File: src/rtl/sxd_pkg.sv
`timescale 1ns / 1ps
// ----------------------------------------------------------------------------
// SysEx dump engine package
// Shared types, codes and the microcode program of the dump engine.
// ----------------------------------------------------------------------------
package sxd_pkg;

  // Default number of controller entries in the table.
  localparam int NUM_CONTROLS_DEF = 16;

  // Frame delimiters of a transmitted SysEx message.
  localparam logic [7:0] FRAME_START = 8'hF0;
  localparam logic [7:0] FRAME_END   = 8'hF7;

  // Reset values of the configuration registers.
  localparam logic [6:0] MAKER_RST     = 7'd125;
  localparam logic [6:0] DEVICE_RST    = 7'd0;
  localparam logic [6:0] REQ_CODE_RST  = 7'd1;
  localparam logic [6:0] DATA_CODE_RST = 7'd2;
  localparam logic [6:0] SCHEMA_RST    = 7'd1;

  // Byte counter saturation point.
  localparam logic [8:0] COUNT_MAX = 9'd511;

  // Positions of the body bytes as counted from the manufacturer byte.
  localparam logic [8:0] POS_MAKER    = 9'd0;
  localparam logic [8:0] POS_DEVICE   = 9'd1;
  localparam logic [8:0] POS_COMMAND  = 9'd2;
  localparam logic [8:0] POS_SCHEMA   = 9'd3;
  localparam logic [8:0] POS_CHANNEL  = 9'd4;
  localparam logic [8:0] POS_OCTAVE   = 9'd5;
  localparam logic [8:0] POS_VELOCITY = 9'd6;
  localparam logic [8:0] POS_DECLARED = 9'd7;
  localparam logic [8:0] POS_CONTROLS = 9'd8;

  // Shortest message body that can be judged at all.
  localparam logic [8:0] MIN_BODY = 9'd4;
  // Payload header plus checksum, counted from the manufacturer byte.
  localparam logic [9:0] MIN_DATA_BODY = 10'd9;

  // Configuration register indexes.
  typedef enum logic [2:0] {
    REG_MANUFACTURER = 3'd0,
    REG_DEVICE       = 3'd1,
    REG_REQ_CODE     = 3'd2,
    REG_DATA_CODE    = 3'd3,
    REG_SCHEMA       = 3'd4
  } reg_index_t;

  // Message status codes.
  typedef enum logic [2:0] {
    ST_LOADED       = 3'd0,
    ST_DUMP_SENT    = 3'd1,
    ST_SHORT        = 3'd2,
    ST_BAD_MAKER    = 3'd3,
    ST_BAD_DEVICE   = 3'd4,
    ST_BAD_LENGTH   = 3'd5,
    ST_BAD_CHECKSUM = 3'd6,
    ST_UNKNOWN_CMD  = 3'd7
  } status_t;

  // Result kinds.
  localparam logic KIND_STATUS = 1'b0;
  localparam logic KIND_DUMP   = 1'b1;

  // Input and result payloads.
  typedef struct packed {
    logic [7:0] rx_byte;
    logic       last_byte;
  } item_t;

  typedef struct packed {
    logic       result_kind;
    logic [2:0] status;
    logic       load_ok;
    logic [7:0] tx_byte;
    logic       last_of_run;
  } result_t;

  // Source of the byte a microcode step sends.
  typedef enum logic [3:0] {
    SRC_STATUS    = 4'd0,
    SRC_START     = 4'd1,
    SRC_MAKER     = 4'd2,
    SRC_DEVICE    = 4'd3,
    SRC_DATA_CODE = 4'd4,
    SRC_SCHEMA    = 4'd5,
    SRC_CHANNEL   = 4'd6,
    SRC_OCTAVE    = 4'd7,
    SRC_VELOCITY  = 4'd8,
    SRC_COUNT     = 4'd9,
    SRC_CONTROL   = 4'd10,
    SRC_CHECKSUM  = 4'd11,
    SRC_END       = 4'd12
  } src_t;

  // Jump conditions of a microcode step.
  typedef enum logic [2:0] {
    COND_NEVER     = 3'd0,
    COND_ALWAYS    = 3'd1,
    COND_IDLE_HOLD = 3'd2,
    COND_NO_DUMP   = 3'd3,
    COND_MORE_CTL  = 3'd4
  } cond_t;

  // Program addresses.
  localparam logic [3:0] STEP_IDLE      = 4'd0;
  localparam logic [3:0] STEP_STATUS    = 4'd1;
  localparam logic [3:0] STEP_START     = 4'd2;
  localparam logic [3:0] STEP_MAKER     = 4'd3;
  localparam logic [3:0] STEP_DEVICE    = 4'd4;
  localparam logic [3:0] STEP_DATA_CODE = 4'd5;
  localparam logic [3:0] STEP_SCHEMA    = 4'd6;
  localparam logic [3:0] STEP_CHANNEL   = 4'd7;
  localparam logic [3:0] STEP_OCTAVE    = 4'd8;
  localparam logic [3:0] STEP_VELOCITY  = 4'd9;
  localparam logic [3:0] STEP_COUNT     = 4'd10;
  localparam logic [3:0] STEP_CONTROL   = 4'd11;
  localparam logic [3:0] STEP_CHECKSUM  = 4'd12;
  localparam logic [3:0] STEP_END       = 4'd13;

  // One control word of the program.
  typedef struct packed {
    logic       take;     // receive path open for body bytes
    logic       emit;     // step sends one result
    logic       close;    // judge the message, commit and clear it
    logic       last;     // final byte of a dump frame
    logic       cs_clr;   // restart checksum and table index
    logic       cs_acc;   // byte enters the frame checksum
    logic       ci_inc;   // advance the table index
    src_t       src;
    cond_t      cond;
    logic [3:0] target;
  } ucode_t;

  // Status seen by the sequencer when it picks the next step.
  typedef struct packed {
    logic take_last;
    logic slot_free;
    logic dump;
    logic more_ctl;
  } useq_cond_t;

  // Program store: one control word per step.
  function automatic ucode_t ucode_rom(logic [3:0] step);
    ucode_t w;
    w        = '0;
    w.src    = SRC_STATUS;
    w.cond   = COND_ALWAYS;
    w.target = STEP_IDLE;
    unique case (step)
      STEP_IDLE: begin
        w.take   = 1'b1;
        w.cond   = COND_IDLE_HOLD;
        w.target = STEP_IDLE;
      end
      STEP_STATUS: begin
        w.emit   = 1'b1;
        w.close  = 1'b1;
        w.cond   = COND_NO_DUMP;
        w.target = STEP_IDLE;
      end
      STEP_START: begin
        w.emit   = 1'b1;
        w.cs_clr = 1'b1;
        w.src    = SRC_START;
        w.cond   = COND_NEVER;
      end
      STEP_MAKER: begin
        w.emit = 1'b1;
        w.src  = SRC_MAKER;
        w.cond = COND_NEVER;
      end
      STEP_DEVICE: begin
        w.emit = 1'b1;
        w.src  = SRC_DEVICE;
        w.cond = COND_NEVER;
      end
      STEP_DATA_CODE: begin
        w.emit = 1'b1;
        w.src  = SRC_DATA_CODE;
        w.cond = COND_NEVER;
      end
      STEP_SCHEMA: begin
        w.emit   = 1'b1;
        w.cs_acc = 1'b1;
        w.src    = SRC_SCHEMA;
        w.cond   = COND_NEVER;
      end
      STEP_CHANNEL: begin
        w.emit   = 1'b1;
        w.cs_acc = 1'b1;
        w.src    = SRC_CHANNEL;
        w.cond   = COND_NEVER;
      end
      STEP_OCTAVE: begin
        w.emit   = 1'b1;
        w.cs_acc = 1'b1;
        w.src    = SRC_OCTAVE;
        w.cond   = COND_NEVER;
      end
      STEP_VELOCITY: begin
        w.emit   = 1'b1;
        w.cs_acc = 1'b1;
        w.src    = SRC_VELOCITY;
        w.cond   = COND_NEVER;
      end
      STEP_COUNT: begin
        w.emit   = 1'b1;
        w.cs_acc = 1'b1;
        w.src    = SRC_COUNT;
        w.cond   = COND_NEVER;
      end
      STEP_CONTROL: begin
        w.emit   = 1'b1;
        w.cs_acc = 1'b1;
        w.ci_inc = 1'b1;
        w.src    = SRC_CONTROL;
        w.cond   = COND_MORE_CTL;
        w.target = STEP_CONTROL;
      end
      STEP_CHECKSUM: begin
        w.emit = 1'b1;
        w.src  = SRC_CHECKSUM;
        w.cond = COND_NEVER;
      end
      STEP_END: begin
        w.emit   = 1'b1;
        w.last   = 1'b1;
        w.src    = SRC_END;
        w.cond   = COND_ALWAYS;
        w.target = STEP_IDLE;
      end
      default: begin
        // Unused addresses fall back to the idle step.
        w.cond   = COND_ALWAYS;
        w.target = STEP_IDLE;
      end
    endcase
    return w;
  endfunction

endpackage

File: src/rtl/sysex_config_dump_engine.sv
`timescale 1ns / 1ps
// ----------------------------------------------------------------------------
// SysEx configuration dump engine
// Receives SysEx bodies, checks IDs, lengths and checksum, commits settings
// and answers dump requests with a complete frame.
// ----------------------------------------------------------------------------
// Body bytes are taken one per cycle while the engine is idle. The final byte
// of a message is answered by a status result once the result register is
// free; for a dump request the microcode then sends the frame F0 .. F7 of
// 11 + NUM_CONTROLS bytes, one byte per cycle through the single result
// register while the result side takes them, so a dump request keeps the
// input closed until the end byte is sent. Any other message ends with its
// status result. Stalls on the result side stretch the run. Configuration
// writes are taken at any time and need no clearing pass after reset.
// ----------------------------------------------------------------------------
module sysex_config_dump_engine #(
  parameter int NUM_CONTROLS = sxd_pkg::NUM_CONTROLS_DEF
) (
  input  logic              clk,
  input  logic              rst,
  // Body byte channel.
  input  logic              item_valid,
  output logic              item_ready,
  input  sxd_pkg::item_t    item,
  // Result channel.
  output logic              result_valid,
  input  logic              result_ready,
  output sxd_pkg::result_t  result,
  // Configuration write channel.
  input  logic              cfg_valid,
  output logic              cfg_ready,
  input  logic [2:0]        cfg_index,
  input  logic [6:0]        cfg_data
);

  localparam int CI_W = (NUM_CONTROLS > 1) ? $clog2(NUM_CONTROLS) : 1;

  // Configuration registers.
  logic [6:0] maker_id;
  logic [6:0] unit_id;
  logic [6:0] dump_request_code;
  logic [6:0] dump_data_code;
  logic [6:0] schema_version;

  // Committed settings.
  logic [6:0] stored_channel;
  logic [6:0] stored_octave;
  logic [6:0] stored_velocity;
  logic [6:0] stored_controls [NUM_CONTROLS];

  // Settings buffered until the checksum passes.
  logic [6:0] pend_channel;
  logic [6:0] pend_octave;
  logic [6:0] pend_velocity;
  logic [6:0] pending_controls [NUM_CONTROLS];

  // Per-message receive state.
  logic [8:0] byte_count;
  logic [6:0] running_xor;
  logic [7:0] declared_controls;
  logic [7:0] received_checksum;
  logic [1:0] header_flags;
  logic [7:0] command_byte;

  // Frame generation state.
  logic [6:0]      frame_cs;
  logic [CI_W-1:0] ci;

  sxd_pkg::ucode_t     cw;
  sxd_pkg::useq_cond_t cond;
  sxd_pkg::status_t    msg_status;
  sxd_pkg::result_t    result_next;

  logic       item_fire;
  logic       slot_free;
  logic       step_fire;
  logic       is_dump;
  logic       is_load;
  logic [9:0] ctl_end;
  logic [9:0] data_min;
  logic [8:0] ctl_off;
  logic [7:0] frame_byte;

  // Sequencer.
  sxd_useq u_useq (
    .clk  (clk),
    .rst  (rst),
    .cond (cond),
    .cw   (cw)
  );

  assign item_ready = cw.take;
  assign cfg_ready  = 1'b1;
  assign item_fire  = item_valid && item_ready;
  assign slot_free  = !result_valid || result_ready;
  assign step_fire  = cw.emit && slot_free;

  assign cond.take_last = item_fire && item.last_byte;
  assign cond.slot_free = slot_free;
  assign cond.dump      = is_dump;
  assign cond.more_ctl  = (ci != CI_W'(NUM_CONTROLS - 1));

  // Receive-side position limits.
  assign ctl_end  = 10'({1'b0, sxd_pkg::POS_CONTROLS}) + 10'(declared_controls);
  assign data_min = sxd_pkg::MIN_DATA_BODY + 10'(declared_controls);
  assign ctl_off  = byte_count - sxd_pkg::POS_CONTROLS;

  // Message judgment, valid in the status step.
  always_comb begin
    if (byte_count < sxd_pkg::MIN_BODY) begin
      msg_status = sxd_pkg::ST_SHORT;
    end else if (!header_flags[0]) begin
      msg_status = sxd_pkg::ST_BAD_MAKER;
    end else if (!header_flags[1]) begin
      msg_status = sxd_pkg::ST_BAD_DEVICE;
    end else if (command_byte == {1'b0, dump_request_code}) begin
      msg_status = sxd_pkg::ST_DUMP_SENT;
    end else if (command_byte == {1'b0, dump_data_code}) begin
      if ({1'b0, byte_count} < data_min) begin
        msg_status = sxd_pkg::ST_BAD_LENGTH;
      end else if ({1'b0, running_xor} != received_checksum) begin
        msg_status = sxd_pkg::ST_BAD_CHECKSUM;
      end else begin
        msg_status = sxd_pkg::ST_LOADED;
      end
    end else begin
      msg_status = sxd_pkg::ST_UNKNOWN_CMD;
    end
  end

  assign is_dump = (msg_status == sxd_pkg::ST_DUMP_SENT);
  assign is_load = (msg_status == sxd_pkg::ST_LOADED);

  // Frame byte selected by the current step.
  always_comb begin
    unique case (cw.src)
      sxd_pkg::SRC_STATUS:    frame_byte = 8'h00;
      sxd_pkg::SRC_START:     frame_byte = sxd_pkg::FRAME_START;
      sxd_pkg::SRC_MAKER:     frame_byte = {1'b0, maker_id};
      sxd_pkg::SRC_DEVICE:    frame_byte = {1'b0, unit_id};
      sxd_pkg::SRC_DATA_CODE: frame_byte = {1'b0, dump_data_code};
      sxd_pkg::SRC_SCHEMA:    frame_byte = {1'b0, schema_version};
      sxd_pkg::SRC_CHANNEL:   frame_byte = {1'b0, stored_channel};
      sxd_pkg::SRC_OCTAVE:    frame_byte = {1'b0, stored_octave};
      sxd_pkg::SRC_VELOCITY:  frame_byte = {1'b0, stored_velocity};
      sxd_pkg::SRC_COUNT:     frame_byte = 8'(NUM_CONTROLS);
      sxd_pkg::SRC_CONTROL:   frame_byte = {1'b0, stored_controls[ci]};
      sxd_pkg::SRC_CHECKSUM:  frame_byte = {1'b0, frame_cs};
      sxd_pkg::SRC_END:       frame_byte = sxd_pkg::FRAME_END;
      default:                frame_byte = 8'h00;
    endcase
  end

  // Result word for the current step.
  always_comb begin
    if (cw.close) begin
      result_next.result_kind = sxd_pkg::KIND_STATUS;
      result_next.status      = msg_status;
      result_next.load_ok     = is_load;
      result_next.tx_byte     = 8'h00;
      result_next.last_of_run = !is_dump;
    end else begin
      result_next.result_kind = sxd_pkg::KIND_DUMP;
      result_next.status      = sxd_pkg::ST_DUMP_SENT;
      result_next.load_ok     = 1'b0;
      result_next.tx_byte     = frame_byte;
      result_next.last_of_run = cw.last;
    end
  end

  // Result register.
  always_ff @(posedge clk) begin
    if (rst) begin
      result_valid <= 1'b0;
    end else if (step_fire) begin
      result_valid <= 1'b1;
    end else if (result_ready) begin
      result_valid <= 1'b0;
    end
  end

  always_ff @(posedge clk) begin
    if (step_fire) begin
      result <= result_next;
    end
  end

  // Configuration registers; writes to unknown indexes are dropped.
  always_ff @(posedge clk) begin
    if (rst) begin
      maker_id          <= sxd_pkg::MAKER_RST;
      unit_id           <= sxd_pkg::DEVICE_RST;
      dump_request_code <= sxd_pkg::REQ_CODE_RST;
      dump_data_code    <= sxd_pkg::DATA_CODE_RST;
      schema_version    <= sxd_pkg::SCHEMA_RST;
    end else if (cfg_valid && cfg_ready) begin
      unique case (sxd_pkg::reg_index_t'(cfg_index))
        sxd_pkg::REG_MANUFACTURER: maker_id          <= cfg_data;
        sxd_pkg::REG_DEVICE:       unit_id           <= cfg_data;
        sxd_pkg::REG_REQ_CODE:     dump_request_code <= cfg_data;
        sxd_pkg::REG_DATA_CODE:    dump_data_code    <= cfg_data;
        sxd_pkg::REG_SCHEMA:       schema_version    <= cfg_data;
        default: ;
      endcase
    end
  end

  // Per-message receive state: updated per body byte, cleared at judgment.
  always_ff @(posedge clk) begin
    if (rst) begin
      byte_count        <= '0;
      running_xor       <= '0;
      declared_controls <= '0;
      received_checksum <= '0;
      header_flags      <= '0;
      command_byte      <= '0;
    end else if (cw.close && step_fire) begin
      byte_count        <= '0;
      running_xor       <= '0;
      declared_controls <= '0;
      received_checksum <= '0;
      header_flags      <= '0;
      command_byte      <= '0;
    end else if (item_fire) begin
      if (byte_count != sxd_pkg::COUNT_MAX) begin
        byte_count <= byte_count + 9'd1;
      end
      priority if (byte_count == sxd_pkg::POS_MAKER) begin
        if (item.rx_byte == {1'b0, maker_id}) begin
          header_flags[0] <= 1'b1;
        end
      end else if (byte_count == sxd_pkg::POS_DEVICE) begin
        if (item.rx_byte == {1'b0, unit_id}) begin
          header_flags[1] <= 1'b1;
        end
      end else if (byte_count == sxd_pkg::POS_COMMAND) begin
        command_byte <= item.rx_byte;
      end else if (byte_count < sxd_pkg::POS_CONTROLS) begin
        running_xor <= running_xor ^ item.rx_byte[6:0];
        if (byte_count == sxd_pkg::POS_DECLARED) begin
          declared_controls <= item.rx_byte;
        end
      end else if ({1'b0, byte_count} < ctl_end) begin
        running_xor <= running_xor ^ item.rx_byte[6:0];
      end else if ({1'b0, byte_count} == ctl_end) begin
        received_checksum <= item.rx_byte;
      end else begin
        // Bytes past the checksum position are dropped.
      end
    end
  end

  // Pending buffers, written by the bytes of every message; only a loaded message commits them.
  always_ff @(posedge clk) begin
    if (item_fire) begin
      if (byte_count == sxd_pkg::POS_CHANNEL) begin
        pend_channel <= item.rx_byte[6:0];
      end
      if (byte_count == sxd_pkg::POS_OCTAVE) begin
        pend_octave <= item.rx_byte[6:0];
      end
      if (byte_count == sxd_pkg::POS_VELOCITY) begin
        pend_velocity <= item.rx_byte[6:0];
      end
      if (byte_count >= sxd_pkg::POS_CONTROLS && {1'b0, byte_count} < ctl_end
          && ctl_off < 9'(NUM_CONTROLS)) begin
        pending_controls[ctl_off[CI_W-1:0]] <= item.rx_byte[6:0];
      end
    end
  end

  // Commit of a message whose checksum passed.
  always_ff @(posedge clk) begin
    if (rst) begin
      stored_channel  <= '0;
      stored_octave   <= '0;
      stored_velocity <= '0;
      for (int i = 0; i < NUM_CONTROLS; i++) begin
        stored_controls[i] <= '0;
      end
    end else if (cw.close && step_fire && is_load) begin
      stored_channel  <= pend_channel;
      stored_octave   <= pend_octave;
      stored_velocity <= pend_velocity;
      for (int i = 0; i < NUM_CONTROLS; i++) begin
        if (8'(i) < declared_controls) begin
          stored_controls[i] <= pending_controls[i];
        end
      end
    end
  end

  // Frame checksum and table index.
  always_ff @(posedge clk) begin
    if (rst) begin
      frame_cs <= '0;
      ci       <= '0;
    end else if (step_fire) begin
      if (cw.cs_clr) begin
        frame_cs <= '0;
        ci       <= '0;
      end else begin
        if (cw.cs_acc) begin
          frame_cs <= frame_cs ^ frame_byte[6:0];
        end
        if (cw.ci_inc) begin
          ci <= ci + CI_W'(1);
        end
      end
    end
  end

  // A committed configuration is only ever reported on a loaded status.
  assert property (@(posedge clk) disable iff (rst)
    result_valid && result.load_ok |->
      result.status == sxd_pkg::ST_LOADED && result.result_kind == sxd_pkg::KIND_STATUS)
    else $error("load_ok on a result that is not a loaded status");

  // A status that leaves the run open must be followed by a dump frame.
  assert property (@(posedge clk) disable iff (rst)
    result_valid && result.result_kind == sxd_pkg::KIND_STATUS && !result.last_of_run |->
      result.status == sxd_pkg::ST_DUMP_SENT)
    else $error("open status result without a dump");

  // After the frame end byte is sent the engine takes body bytes again.
  assert property (@(posedge clk) disable iff (rst)
    step_fire && cw.src == sxd_pkg::SRC_END |=> item_ready)
    else $error("engine did not return to idle after a dump frame");

  // Body bytes are never taken while a message is being answered.
  assert property (@(posedge clk) disable iff (rst)
    item_ready |-> !cw.emit)
    else $error("input open during a sending step");

endmodule

File: src/rtl/sxd_useq.sv
`timescale 1ns / 1ps
// ----------------------------------------------------------------------------
// SysEx dump engine sequencer
// Step counter and program store; picks the next step from the control word's
// jump condition and holds a sending step while the result register is busy.
// ----------------------------------------------------------------------------
module sxd_useq (
  input  logic                   clk,
  input  logic                   rst,
  input  sxd_pkg::useq_cond_t    cond,
  output sxd_pkg::ucode_t        cw
);

  logic [3:0] step;
  logic [3:0] step_next;
  logic       jump;
  logic       stall;

  // Control word of the current step.
  always_comb begin
    cw = sxd_pkg::ucode_rom(step);
  end

  // Jump condition decode.
  always_comb begin
    unique case (cw.cond)
      sxd_pkg::COND_NEVER:     jump = 1'b0;
      sxd_pkg::COND_ALWAYS:    jump = 1'b1;
      sxd_pkg::COND_IDLE_HOLD: jump = !cond.take_last;
      sxd_pkg::COND_NO_DUMP:   jump = !cond.dump;
      sxd_pkg::COND_MORE_CTL:  jump = cond.more_ctl;
      default:                 jump = 1'b1;
    endcase
  end

  // A sending step waits until the result register can take its byte.
  always_comb begin
    stall = cw.emit && !cond.slot_free;
    if (stall) begin
      step_next = step;
    end else if (jump) begin
      step_next = cw.target;
    end else begin
      step_next = step + 4'd1;
    end
  end

  always_ff @(posedge clk) begin
    if (rst) begin
      step <= sxd_pkg::STEP_IDLE;
    end else begin
      step <= step_next;
    end
  end

endmodule

File: config.mk
export PLATFORM = sky130hd
export DESIGN_NAME = sysex_config_dump_engine
export DESIGN_NICKNAME = d
export VERILOG_FILES = /design/src/rtl/sxd_pkg.sv /design/src/rtl/sysex_config_dump_engine.sv /design/src/rtl/sxd_useq.sv
export SDC_FILE = /design/constraint.sdc
export NUM_CORES = 1
export LEC_CHECK = 0
export BUFFER_PORTS_ARGS = -buffer_cell sky130_fd_sc_hd__buf_2
export CAP_MARGIN = 20
export CORE_MARGIN = 2
export CORE_UTILIZATION = 50
export CTS_BUF_LIST = sky130_fd_sc_hd__clkbuf_4 sky130_fd_sc_hd__clkbuf_8 sky130_fd_sc_hd__clkbuf_16
export DETAILED_ROUTE_END_ITERATION = 6
export PLACE_DENSITY = 0.74
export RECOVER_POWER = 50
export SLEW_MARGIN = 20
export SYNTH_ARGS = -nofsm -noshare
export SYNTH_HDL_FRONTEND = slang
export SYNTH_SLANG_ARGS = --single-unit
File: constraint.sdc
create_clock -name clk -period 3.8 [get_ports clk]
set_clock_uncertainty 0.05 [all_clocks]
set_input_delay 0 -clock clk [delete_from_list [all_inputs] [get_ports clk]]
set_output_delay 0 -clock clk [all_outputs]
set_load 0.02 [all_outputs]
; Yosys cells after proc, flatten, opt, wreduce, memory -nomap -nowiden
; Memories as Yosys holds them, arrays and structs flattened. A register that Yosys moved wholly into a read port is not among the register bits.
; Cells that the tools add are included.
[totals]
ff_bits = 149
ramBits = 224
input_bits = 24
out_inout_bits = 17
elab_cells = 286
memories = 2
[memory_table]
columns = memory, depth, word_bits, rd, rd_ports_with_merged_regs, write_ports, line_no
row1 = pending_controls, 16, 7, 16, 0, 1, sysex_config_dump_engine.sv:55  ; logic [6:0] pending_controls [NUM_CONTROLS];
row2 = stored_controls, 16, 7, 1, 1, 16, sysex_config_dump_engine.sv:49  ; logic [6:0] stored_controls [NUM_CONTROLS];
[classes]
addsub = 6
n_lt_le_gt_ge = 22
eq_ne = 47
n_mux = 116
bitwise_logic = 23
reduce_logical = 43
[op_table]
columns = op, count
row1 = $mux W7, 20
row2 = $pmux W8 S12, 1
row3 = $mux W1, 78
row4 = $lt A4 B8 Y1 const A, 8
row5 = $pmux W4 S12, 1
row6 = $eq A4 B4 Y1 const B, 11
row7 = $eq A9 B3 Y1 const B, 4
row8 = $eq A4 B3 Y1 const B, 8
row9 = $eq A8 B7 Y1, 4
row10 = $lt A3 B8 Y1 const A, 4
row11 = $mux W4, 6
row12 = $reduce_and A2 Y1, 11
row13 = $mux W3, 7
row14 = $add A4 B8 Y9 const A, 2
row15 = $lt A9 B9 Y1, 2
row16 = $eq A4 B2 Y1 const B, 4
row17 = $lt A1 B8 Y1 const A, 2
row18 = $lt A2 B8 Y1 const A, 2
row19 = $or A1 B1 Y1, 16
row20 = $mux W14, 1
row21 = $xor A7 B7 Y7, 2
row22 = $reduce_or A13 Y1, 1
row23 = $eq A3 B2 Y1 const B, 4
row24 = $pmux W3 S4, 1
row25 = other kinds (33), 57

; Depth between registers and ports, before layout
[depth]
depth_word = 14
ltp_mapped = 13
ltp_nobuf = 11

; Hierarchy
; A second synthesis with hierarchy kept.
[unflattened]
cells_unflattened = 1343
hier_area_um2 = 16823.6
[modules_own_cells]
columns = mod, n_inst, cells_per_inst, area_each_um2, seq_area_each_um2
row1 = sysex_config_dump_engine, 1, 1261, 16270.6, 10059.6
row2 = sxd_useq, 1, 82, 553.0, 80.1

; Least setup slack after synthesis
; OpenSTA, ideal clock, no wires.
[synth_path]
path_kind = register -> register
start = reg declared_controls[3]
end = mem stored_controls[10][0] (enable)
arrival_time_ns = 3.205
required_ns = 3.369
path_slack_ns = 0.164
stages_incl_launch_ff = 14
path_cell_list = dfxtp_1 > clkbuf_1 > inv_1 > ha_1 > a41oi_1 > nor2_1 > xnor2_1 > ha_1 > and3_1 > o311a_1 > o211a_1 > nand3_1 > clkbuf_1 > o21ai_0
[synth_lines]
columns = element, line_no
row1 = start: declaration, sysex_config_dump_engine.sv:60  ; logic [7:0] declared_controls;
row2 = start signal: assignment, sysex_config_dump_engine.sv:241  ; declared_controls <= item.rx_byte;
row3 = end: declaration, sysex_config_dump_engine.sv:49

==> metrics.yaml <==
h-tree-depth: 2
drc: 0
yosysSeqAreaShare_pct: 59.2
crit_type: "flop to flop"
avgSynthCellArea_um2: 12.3
whs_ns: 0.192
cts_buffers: 41
routed-via-count: 11545
power.share.combinational_pct: 7.0
grt_usage_pct: 24.0
cp.arrival_ns: 3.69
final_cell_mix: "edfxtp_1 (259), dfxtp_1 (118), nor2_1 (104)"
setup_tns_ns: 0
detail_route.wl_per_cell_um: 22.2
port_buffers: 39
violations: "capacitance limit, slew limit"
diodes: 0
synth_top_cell_by_area: "edfxtp_1"
setup_violations: 0
leakage_nw: 6.99
final_common_cell: "edfxtp_1"
synth.yosys.warnings: 0
firstDrtPassIters: 6
dp_hpwl_um: 28600
max_freq_ghz: 0.280
tightest_slew_ns: 2.34
first_global_vias: 10895
nFillCells: 2644
cp-end-kind: "flop"
drive_gt1_share_pct: 11.0
synth_edf_count: 259
swShare_pct: 23.0
wirelength_um: 42700
max_cap_viol_count: 7
cts_sinks: 377
cts.clk_slew.worst_paths_ns: 0.06
synth_nets: 1447
finalMaxSlewViolations: 207
critical_path_required_ns: 3.91
grt_pass1_wl_um: 65000
die_x_um: 189
routed_via_density: 6.01
fp.dieH_um: 189
antenna_found_initial: 1
area_growth_pct: 12.4
core_area_um2: 33600
path_max_fanout: 14
drt_iter0_markers: 1255
initial_core_util_pct: 51.0
clock_latency_ns: 0.54
syn_inst: 1388
fp-row-count: 67
p_per_area_nw_per_um2: 467
gp_congestion: 0.940
rsz0062_at_grt: "false"
hold_path.class: "input port to flop"
overflow: 0
status: "complete, but fails checks"
die_area_um2: 35800
finalHoldViolations: 0
synthFlopType: "edfxtp_1"
p_sw_mw: 2.07
clockPowerShare_pct: 42.6
synth.top_cell.area_share_pct: 45.4
max_slew_margin_pct: -55.8
synth_area_leaders: "edfxtp_1 (45%), dfxtp_1 (14%), mux2i_1 (3.6%)"
ys_seq_elements: 377
async_reset_ff_share_pct: 0
p_int_mw: 6.93
cts_tree: "done"
finalCriticalPeriod_ns: 3.57
vdd.ir_drop.worst_uv: 398
cts_root_buffer: "clkbuf_16"
syn-cell-area_um2: 17100
clockBufferDepth: 3
grt_start_max_net_pins: 71
ant_nets: 0
pin_count: 41
nets: 1504
cp-start-kind: "flop"
yosysUniqueCellTypes: 94
seqPwrFrac_pct: 50.4
finalCritPeriodShare_pct: 94.1
through the flow:
stage	std cells	utilization [%]	setup slack (ns)	cell area [um^2]	power (mW)
6_report	1922	57.3	0.226	19300	9.01
5_1_grt	1922	57.3	0.00396	19300	9.30
4_1_cts	1922	57.6	0.0739	19400	9.08
3_5_place_dp	1825	52.9	0.0713	17800	5.25
3_3_place_gp	1825	52.9	0.241	17800	5.23
2_1_floorplan	1388	-	0.164	17100	4.99
power groups by stage:
stage / combinational [mW] / sequential (mW) / clock, mW
2_1_floorplan: 0.359 / 4.63 / 0
3_3_place_gp: 0.607 / 4.62 / 0
3_5_place_dp: 0.619 / 4.63 / 0
4_1_cts: 0.635 / 4.54 / 3.91
5_1_grt: 0.676 / 4.55 / 4.07
6_report: 0.627 / 4.54 / 3.84
critical path, cell delays in order, from the launching register on:
cell and delay, ns:
dfxtp_1 0.37, inv_1 0.10, ha_1 0.20, a41oi_1 0.28
nor2_1 0.10, xnor2_1 0.13, ha_1 0.30, and3_1 0.18
o311a_1 0.22, o211a_1 0.19, nand3_1 0.08, buf_4 0.25
o21ai_0 0.73
metal layers:
| layer | up-vias | track usage, % | routed length [um] |
|---|---|---|---|
| met1 | 5625 | 33.0 | 17900 |
| met3 | 86 | 4.28 | 3400 |
| met4 | 0 | 8.05 | 1330 |
| li1 | 5296 | - | - |
| met2 | 538 | 38.5 | 20100 |
| met5 | - | 0 | 0 |
logic make-up after synthesis:
| group | after synthesis | synth area share (%) |
|---|---|---|
| other cells | 1 | 0.0219 |
| compound gates | 227 | 8.53 |
| fa+ha+maj | 35 | 2.55 |
| flops | 377 | 59.2 |
| mux | 94 | 7.37 |
| xor+xnor | 55 | 2.81 |
| simple gates | 488 | 16.5 |
| buf+inv | 111 | 3.04 |
what timing repair did:
item | 4_1_cts | 5_1_grt
gates resized for setup | 0 | 12
hold buffers | 25 | 0
endpoints found under the setup margin | 0 | 118
hold endpoints to repair | 84 | 0
setup buffers | 0 | 0
final cells by class:
| cell class | count | area, um^2 | share of cell area, % |
|---|---|---|---|
| Sequential cell | 377 | 10100 | 52.6 |
| Multi-Input combinational cell | 900 | 6470 | 33.6 |
| Clock buffer | 50 | 1120 | 5.83 |
| Timing Repair Buffer | 105 | 722 | 3.75 |
| Tap cell | 448 | 561 | 2.91 |
| Clock inverter | 22 | 181 | 0.941 |
| Inverter | 20 | 75.1 | 0.390 |
worst paths after layout:
| kind | slack, ns | start | cells after the start | to |
|---|---|---|---|---|
| max | 0.23 | declared_controls[3]$_SDFFE_PP0P_ | 12 | stored_controls[6][6]$_SDFFCE_PN0P_ |
| min | 0.19 | item[0] | 6 | u_useq.step[3]$_SDFFE_PP0N_ |
| max reg2reg | 0.23 | declared_controls[3]$_SDFFE_PP0P_ | 12 | stored_controls[6][6]$_SDFFCE_PN0P_ |
| min reg2reg | 0.43 | frame_cs[3]$_SDFFE_PP0P_ | 2 | frame_cs[3]$_SDFFE_PP0P_ |
cell usage after synthesis (all sizes together), types with 8 or more instances:
master and n:
and2 11, nor2b 52, nand2b 18, xnor2 28, inv 19, clkbuf 59
and3 24, nand3 29, mux2 10, nand2 80, nor3 18, nor4 10
dfxtp 118, a21oi 72, a31oi 12, buf 32, xor2 27, and3b 56
o211ai 10, nand4 37, o31ai 11, edfxtp 259, a22o 8, mux2i 62
nand3b 16, nor2 105, o21ai 53, ha 35, mux4 22
registers in the layout, summed over array words and instances (netlist names), 8 cells and up, named ones only:
name,flops
byte_count,9
command_byte,8
declared_controls,8
pending_controls,112
received_checksum,8
result,14
stored_controls,112
No activity file was read; power rests on OpenSTA's default activity.
